`src/rtl/pip_pkg.sv`:
```
// shared types and constants for the point-in-polygon test block
`timescale 1ns / 1ps

package pip_pkg;

    // polygon table depth
    localparam int MAX_VERTICES = 256;

    // ring position counter and effective vertex count widths
    localparam int STEP_W = $clog2(MAX_VERTICES);
    localparam int NUM_W  = $clog2(MAX_VERTICES + 1);

    // field widths
    localparam int COORD_W = 16;
    localparam int COUNT_W = 9;
    localparam int INDEX_W = 8;
    localparam int CFG_IDX_W = 2;
    localparam int CFG_DATA_W = 16;

    // configuration register indexes
    localparam logic [CFG_IDX_W-1:0] CFG_VERTEX_COUNT = 2'd0;
    localparam logic [CFG_IDX_W-1:0] CFG_OFFSET_X     = 2'd1;
    localparam logic [CFG_IDX_W-1:0] CFG_OFFSET_Y     = 2'd2;

    // command codes
    localparam logic CMD_WRITE = 1'b0;
    localparam logic CMD_QUERY = 1'b1;

    // one stored vertex
    typedef struct packed {
        logic signed [COORD_W-1:0] x;
        logic signed [COORD_W-1:0] y;
    } t_vertex;

    // one edge handed to the edge test unit: c is the current vertex, d the one before
    typedef struct packed {
        logic    valid;
        t_vertex c;
        t_vertex d;
    } t_edge_req;

endpackage

```
`src/rtl/pip_edge_unit.sv`:
```
// pipelined crossing test for one polygon edge per cycle with a running parity
`timescale 1ns / 1ps

module pip_edge_unit (
    input  logic                                i_clk,
    input  logic                                i_rst_n,
    input  logic                                i_clear,
    input  pip_pkg::t_edge_req                  i_edge,
    input  logic signed [pip_pkg::COORD_W-1:0]  i_px,
    input  logic signed [pip_pkg::COORD_W-1:0]  i_py,
    input  logic signed [pip_pkg::COORD_W-1:0]  i_off_x,
    input  logic signed [pip_pkg::COORD_W-1:0]  i_off_y,
    output logic                                o_parity
);

    localparam int S_W = pip_pkg::COORD_W + 1;
    localparam int D_W = pip_pkg::COORD_W + 2;
    localparam int P_W = 2 * D_W;

    // stage 1: translated vertices
    logic                  r_v1;
    logic signed [S_W-1:0] r_xc, r_yc, r_xd, r_yd;
    // stage 2: straddle flag and differences
    logic                  r_v2;
    logic signed [D_W-1:0] r_a, r_b, r_e, r_dy;
    // stage 3: cross products
    logic                  r_v3;
    logic                  r_dy_pos;
    logic signed [P_W-1:0] r_lhs, r_rhs;
    // parity of crossings
    logic                  r_parity;

    logic signed [S_W-1:0] w_px, w_py;
    logic                  w_straddle;
    logic                  w_left;

    assign w_px = $signed({i_px[pip_pkg::COORD_W-1], i_px});
    assign w_py = $signed({i_py[pip_pkg::COORD_W-1], i_py});
    assign w_straddle = (r_yc > w_py) != (r_yd > w_py);
    assign w_left = r_dy_pos ? (r_lhs < r_rhs) : (r_lhs > r_rhs);

    // control: valid bits and parity
    always_ff @(posedge i_clk) begin
        if (!i_rst_n) begin
            r_v1     <= 1'b0;
            r_v2     <= 1'b0;
            r_v3     <= 1'b0;
            r_parity <= 1'b0;
        end else begin
            r_v1 <= i_edge.valid;
            r_v2 <= r_v1 && w_straddle;
            r_v3 <= r_v2;
            if (i_clear) begin
                r_parity <= 1'b0;
            end else if (r_v3 && w_left) begin
                r_parity <= !r_parity;
            end
        end
    end

    // datapath stages
    always_ff @(posedge i_clk) begin
        r_xc <= $signed({i_edge.c.x[pip_pkg::COORD_W-1], i_edge.c.x})
              + $signed({i_off_x[pip_pkg::COORD_W-1], i_off_x});
        r_yc <= $signed({i_edge.c.y[pip_pkg::COORD_W-1], i_edge.c.y})
              + $signed({i_off_y[pip_pkg::COORD_W-1], i_off_y});
        r_xd <= $signed({i_edge.d.x[pip_pkg::COORD_W-1], i_edge.d.x})
              + $signed({i_off_x[pip_pkg::COORD_W-1], i_off_x});
        r_yd <= $signed({i_edge.d.y[pip_pkg::COORD_W-1], i_edge.d.y})
              + $signed({i_off_y[pip_pkg::COORD_W-1], i_off_y});

        r_a  <= $signed({w_px[S_W-1], w_px}) - $signed({r_xc[S_W-1], r_xc});
        r_b  <= $signed({r_xd[S_W-1], r_xd}) - $signed({r_xc[S_W-1], r_xc});
        r_e  <= $signed({w_py[S_W-1], w_py}) - $signed({r_yc[S_W-1], r_yc});
        r_dy <= $signed({r_yd[S_W-1], r_yd}) - $signed({r_yc[S_W-1], r_yc});

        // dy is nonzero on a straddling edge, so a clear sign bit means positive
        r_lhs    <= r_a * r_dy;
        r_rhs    <= r_b * r_e;
        r_dy_pos <= !r_dy[D_W-1];
    end

    assign o_parity = r_parity;

endmodule

```
`config.mk`:
```
export PLATFORM = sky130hd
export DESIGN_NAME = pip_edge_unit
export DESIGN_NICKNAME = d
export VERILOG_FILES = /design/src/rtl/pip_pkg.sv /design/src/rtl/pip_edge_unit.sv
export SDC_FILE = /design/constraint.sdc
export NUM_CORES = 2
export LEC_CHECK = 0
export ABC_CLOCK_PERIOD_IN_PS = 9530
export BUFFER_PORTS_ARGS = -buffer_cell sky130_fd_sc_hd__buf_2
export CAP_MARGIN = 20
export CORE_MARGIN = 5
export CORE_UTILIZATION = 60
export DETAILED_ROUTE_END_ITERATION = 12
export PLACE_DENSITY = 0.85
export SYNTH_ARGS = -nofsm -noshare
export SYNTH_HDL_FRONTEND = slang
export SYNTH_SLANG_ARGS = --single-unit
```
`constraint.sdc`:
```
create_clock -name i_clk -period 9.53 [get_ports i_clk]
set_input_delay 1.4295 -clock i_clk [delete_from_list [all_inputs] [get_ports i_clk]]
set_output_delay 1.4295 -clock i_clk [all_outputs]
set_load 0.02 [all_outputs]
```
==> run_results.csv <==
group,metric,value,unit
floorplanning,design.die.area,0.0643,mm²
clocking,path_clk_slew,0.07,ns
logic_synthesis,syn-instance-count,3896,
floorplanning,rows,89,
layout,layout.nets,5139,
logic_synthesis,yosys.area.top_type,"sky130_fd_sc_hd__fa_1",
logic_synthesis,netlist-cell-type-count,71,
sta,rsz0062_at_grt,"false",
sta,transition_time_of_the_tightest_slew_check_pin,0.960,ns
setup_path,worst-setup-path-type,"flip-flop to flip-flop",
global_routing,grt_start_max_net_pins,19,
sta,report.final.hold_viol_count,0,
logic_synthesis,synth.top_cell.area_share,0.374,
floorplanning,die_y,254,µm
setup_path,worst_ep_required,9.96,ns
sta,setup_viol,0,
logic_synthesis,async_reset_ff_frac,0,
setup_path,element_type_at_the_critical_path_end,"flip-flop",
place,portBuffers,132,
setup_path,cp_max_fo,18,
logic_synthesis,synthesis.yosys.warnings,0,
logic_synthesis,yosysSeqAreaShare,0.122,
routing,wire_per_inst,18.5,µm
clocking,cts_inserted_buffers,24,
floorplanning,design.core.area,0.0589,mm²
global_routing,grt-ovfl-total,0,
clocking,clock-sinks,217,
global_routing,wire_length_of_the_first_global_routing_pass,145000,µm
layout,finish.utilization,0.641,
logic_synthesis,synth_area_leaders,"sky130_fd_sc_hd__fa_1 37%, sky130_fd_sc_hd__ha_1 13%, sky130_fd_sc_hd__dfxtp_1 12%",
logic_synthesis,primary_flip_flop_cell_chosen_by_synthesis_mapping,"sky130_fd_sc_hd__dfxtp_1",
clocking,ctsRootBufferMaster,"sky130_fd_sc_hd__clkbuf_16",
setup_path,critPathLaunchType,"flip-flop",
sta,period_share,0.722,
layout,final_layout_size_suffix_gt1_frac,0.0537,
routing,routed_via_density,5.60,
routing,vias,26636,
clocking,cts_tree,"yes",
setup_path,setup_slack_on_the_worst_flop_to_flop_path,2.65,ns
logic_synthesis,synth_edf_count,0,
sta,timing.setup.tns,0,ns
global_routing,track_usage,0.280,
routing,wl,87800,µm
floorplanning,floorplan.die.width,254,µm
place,place.detailed.hpwl,73500,µm
logic_synthesis,synthesis.nets,5066,
setup_path,cp-startpoint,"r_a[17]",
floorplanning,design.portCount,133,
logic_synthesis,synth_area,0.0356,mm²
global_routing,first_global_vias,29136,
routing,drt-pass1-iter-count,5,
sta,timing.fmax,145,MHz
place,gpl.final_weighted_congestion,0.928,
sta,final_max_slew_viols,0,
layout,num-fill-cells,4545,
setup_path,worstReg2RegEnd,"r_lhs[34]",
clocking,worst_skew_pair.late_latency,0.58,ns
layout,synthToLayoutAreaGrowth,5.99,%
flow_run,number_of_violations_of_the_max_capacitance_limit,0,
setup_path,worst_r2r_path_depth,24,
outcome,run_status,"complete, no violations",
clocking,max-clock-path-buffers,3,
setup_path,timing.critical_path.arrival,7.31,ns
routing,drtAntennaViolNets,0,
min_path,hold_class,"flip-flop to flip-flop",
logic_synthesis,synth_area_per_cell,9.14,µm²
routing,drt_first_iter_violations,1784,
logic_synthesis,ys_ff_latch,217,
sta,period_needed,6.88,ns
routing,detail_route.drc_violations,0,
clocking,post_cts_hold_buffer_count,0,
floorplanning,initial_utilization,0.604,
place,dpl_cell_area,0.0369,mm²
sta,timing.clock.skew,0.0438,ns
sta,relSlewSlack,0.354,
setup_path,rr_startpoint,"r_a[17]",
layout,fin_area,0.0377,mm²
clocking,post_cts_resize_count,0,
clocking,postCtsSetupRepairBufs,0,
clocking,htree_num_levels,1,
global_routing,antenna_found_initial,3,
setup_path,capture_point_of_the_worst_path,"r_lhs[34]",
[how the worst min path moves through the flow]
stage	slack, ns	endpoint	start	cells after the start
global route	0.48	r_v3	r_v2	1
finish	0.46	r_v3	r_v2	1
global placement	0.43	r_v2	r_v1	1
floorplan	0.41	r_v3	r_v2	1
detailed placement	0.44	r_v3	r_v2	1
CTS	0.47	r_v3	r_v2	1
[flip-flops by register name (all words and copies together) (netlist names), 17 cells and up]
signal	flops
r_a	18
r_dy	18
r_xc	17
r_e	18
r_lhs	36
r_rhs	36
r_xd	17
r_yd	17
r_b	18
r_yc	17
[critical path, stage by stage (launching register included)]
cell and delay [ns]:
sky130_fd_sc_hd__dfxtp_1 0.72, sky130_fd_sc_hd__nand2_1 0.20, sky130_fd_sc_hd__inv_1 0.17, sky130_fd_sc_hd__fa_1 0.44, sky130_fd_sc_hd__inv_1 0.20, sky130_fd_sc_hd__fa_1 0.46, sky130_fd_sc_hd__inv_1 0.11, sky130_fd_sc_hd__ha_1 0.44
sky130_fd_sc_hd__inv_1 0.26, sky130_fd_sc_hd__fa_1 0.56, sky130_fd_sc_hd__inv_1 0.06, sky130_fd_sc_hd__fa_1 0.54, sky130_fd_sc_hd__inv_1 0.05, sky130_fd_sc_hd__fa_1 0.47, sky130_fd_sc_hd__inv_1 0.04, sky130_fd_sc_hd__ha_1 0.33
sky130_fd_sc_hd__nand4_1 0.12, sky130_fd_sc_hd__nor4_2 0.32, sky130_fd_sc_hd__and3_1 0.21, sky130_fd_sc_hd__nand3_1 0.08, sky130_fd_sc_hd__a31oi_1 0.28, sky130_fd_sc_hd__o31ai_2 0.12, sky130_fd_sc_hd__a21oi_2 0.23, sky130_fd_sc_hd__a31oi_1 0.15
sky130_fd_sc_hd__xnor2_1 0.15
[layout make-up]
class	instances	area, µm²	share of cell area
Timing Repair Buffer	139	713	0.0189
Tap cell	773	967	0.0256
Clock inverter	13	146	0.00388
Sequential cell	217	4340	0.115
Clock buffer	30	663	0.0176
Multi-Input combinational cell	2702	27600	0.731
Antenna cell	1	2.50	0.0000663
Inverter	885	3320	0.0880
[stage by stage]
stage / cells / hold slack, ns / setup slack [ns]
floorplan: 3896 / 0.412 / 3.38
global placement: 4715 / 0.432 / 3.09
detailed placement: 4715 / 0.442 / 2.77
CTS: 4758 / 0.467 / 2.70
global route: 4759 / 0.478 / 2.15
finish: 4760 / 0.461 / 2.65
[cell usage in the layout, fill, tap and decap left out, types with 7 or more instances in the layout]
cell type / synthesis / layout
sky130_fd_sc_hd__a211oi_1: 13 / 13
sky130_fd_sc_hd__a21boi_0: 7 / 7
sky130_fd_sc_hd__a21o_1: 48 / 48
sky130_fd_sc_hd__a21oi_1: 123 / 123
sky130_fd_sc_hd__a31o_2: 9 / 9
sky130_fd_sc_hd__a31oi_1: 17 / 17
sky130_fd_sc_hd__and2_1: 324 / 324
sky130_fd_sc_hd__and3_1: 23 / 23
sky130_fd_sc_hd__buf_2: 4 / 132
sky130_fd_sc_hd__clkbuf_16: 0 / 24
sky130_fd_sc_hd__dfxtp_1: 217 / 217
sky130_fd_sc_hd__fa_1: 666 / 666
sky130_fd_sc_hd__ha_1: 372 / 372
sky130_fd_sc_hd__inv_1: 885 / 885
sky130_fd_sc_hd__nand2_1: 372 / 372
sky130_fd_sc_hd__nand2b_1: 32 / 32
sky130_fd_sc_hd__nand3_1: 42 / 42
sky130_fd_sc_hd__nand3b_1: 7 / 7
sky130_fd_sc_hd__nand4_1: 18 / 18
sky130_fd_sc_hd__nor2_1: 141 / 141
sky130_fd_sc_hd__nor2b_1: 25 / 25
sky130_fd_sc_hd__nor3_1: 37 / 37
sky130_fd_sc_hd__o211ai_1: 9 / 9
sky130_fd_sc_hd__o21a_1: 26 / 26
sky130_fd_sc_hd__o21ai_0: 88 / 88
sky130_fd_sc_hd__o21ai_1: 8 / 8
sky130_fd_sc_hd__o21bai_1: 13 / 13
sky130_fd_sc_hd__o22ai_1: 8 / 8
sky130_fd_sc_hd__or2_2: 10 / 10
sky130_fd_sc_hd__or3_1: 18 / 18
sky130_fd_sc_hd__xnor2_1: 135 / 135
sky130_fd_sc_hd__xor2_1: 27 / 27
[cell usage after synthesis, types with 10 or more instances]
library cell                 n
sky130_fd_sc_hd__a211oi_1   13
sky130_fd_sc_hd__inv_1     885
sky130_fd_sc_hd__o21bai_1   13
sky130_fd_sc_hd__nand2b_1   32
sky130_fd_sc_hd__xor2_1     27
sky130_fd_sc_hd__a21o_1     48
sky130_fd_sc_hd__nor2b_1    25
sky130_fd_sc_hd__nand2_1   372
sky130_fd_sc_hd__a31oi_1    17
sky130_fd_sc_hd__nand4_1    18
sky130_fd_sc_hd__nor2_1    141
sky130_fd_sc_hd__dfxtp_1   217
sky130_fd_sc_hd__ha_1      372
sky130_fd_sc_hd__and2_1    324
sky130_fd_sc_hd__nor3_1     37
sky130_fd_sc_hd__o21a_1     26
sky130_fd_sc_hd__nand3_1    42
sky130_fd_sc_hd__or2_2      10
sky130_fd_sc_hd__or3_1      18
sky130_fd_sc_hd__and3_1     23
sky130_fd_sc_hd__o21ai_0    88
sky130_fd_sc_hd__clkbuf_1   82
sky130_fd_sc_hd__a21oi_1   123
sky130_fd_sc_hd__xnor2_1   135
sky130_fd_sc_hd__fa_1      666
[per-layer routing]
layer  track usage  share of wire
met5             0        0.00051
met4         0.131          0.060
met3        0.0443          0.070
met2         0.487           0.49
met1         0.345           0.38
[cells by family (layout without fill, tap and decap cells)]
| group | count (synthesis) | count (layout) | share of synthesized area |
|---|---|---|---|
| adder cells (fa/ha/maj) | 1038 | 1038 | 0.505 |
| XOR/XNOR | 162 | 162 | 0.0398 |
| buffers and inverters | 977 | 1067 | 0.103 |
| multiplexers | 2 | 2 | 0.000562 |
| AND/OR/NAND/NOR | 1060 | 1060 | 0.148 |
| flip-flops | 217 | 217 | 0.122 |
| AO/OA/AOI/OAI | 440 | 440 | 0.0809 |
| other | 0 | 1 | 0 |
Power is not shown: default switching activity piles up to over one toggle a cycle in this logic, so the estimate is an artifact.
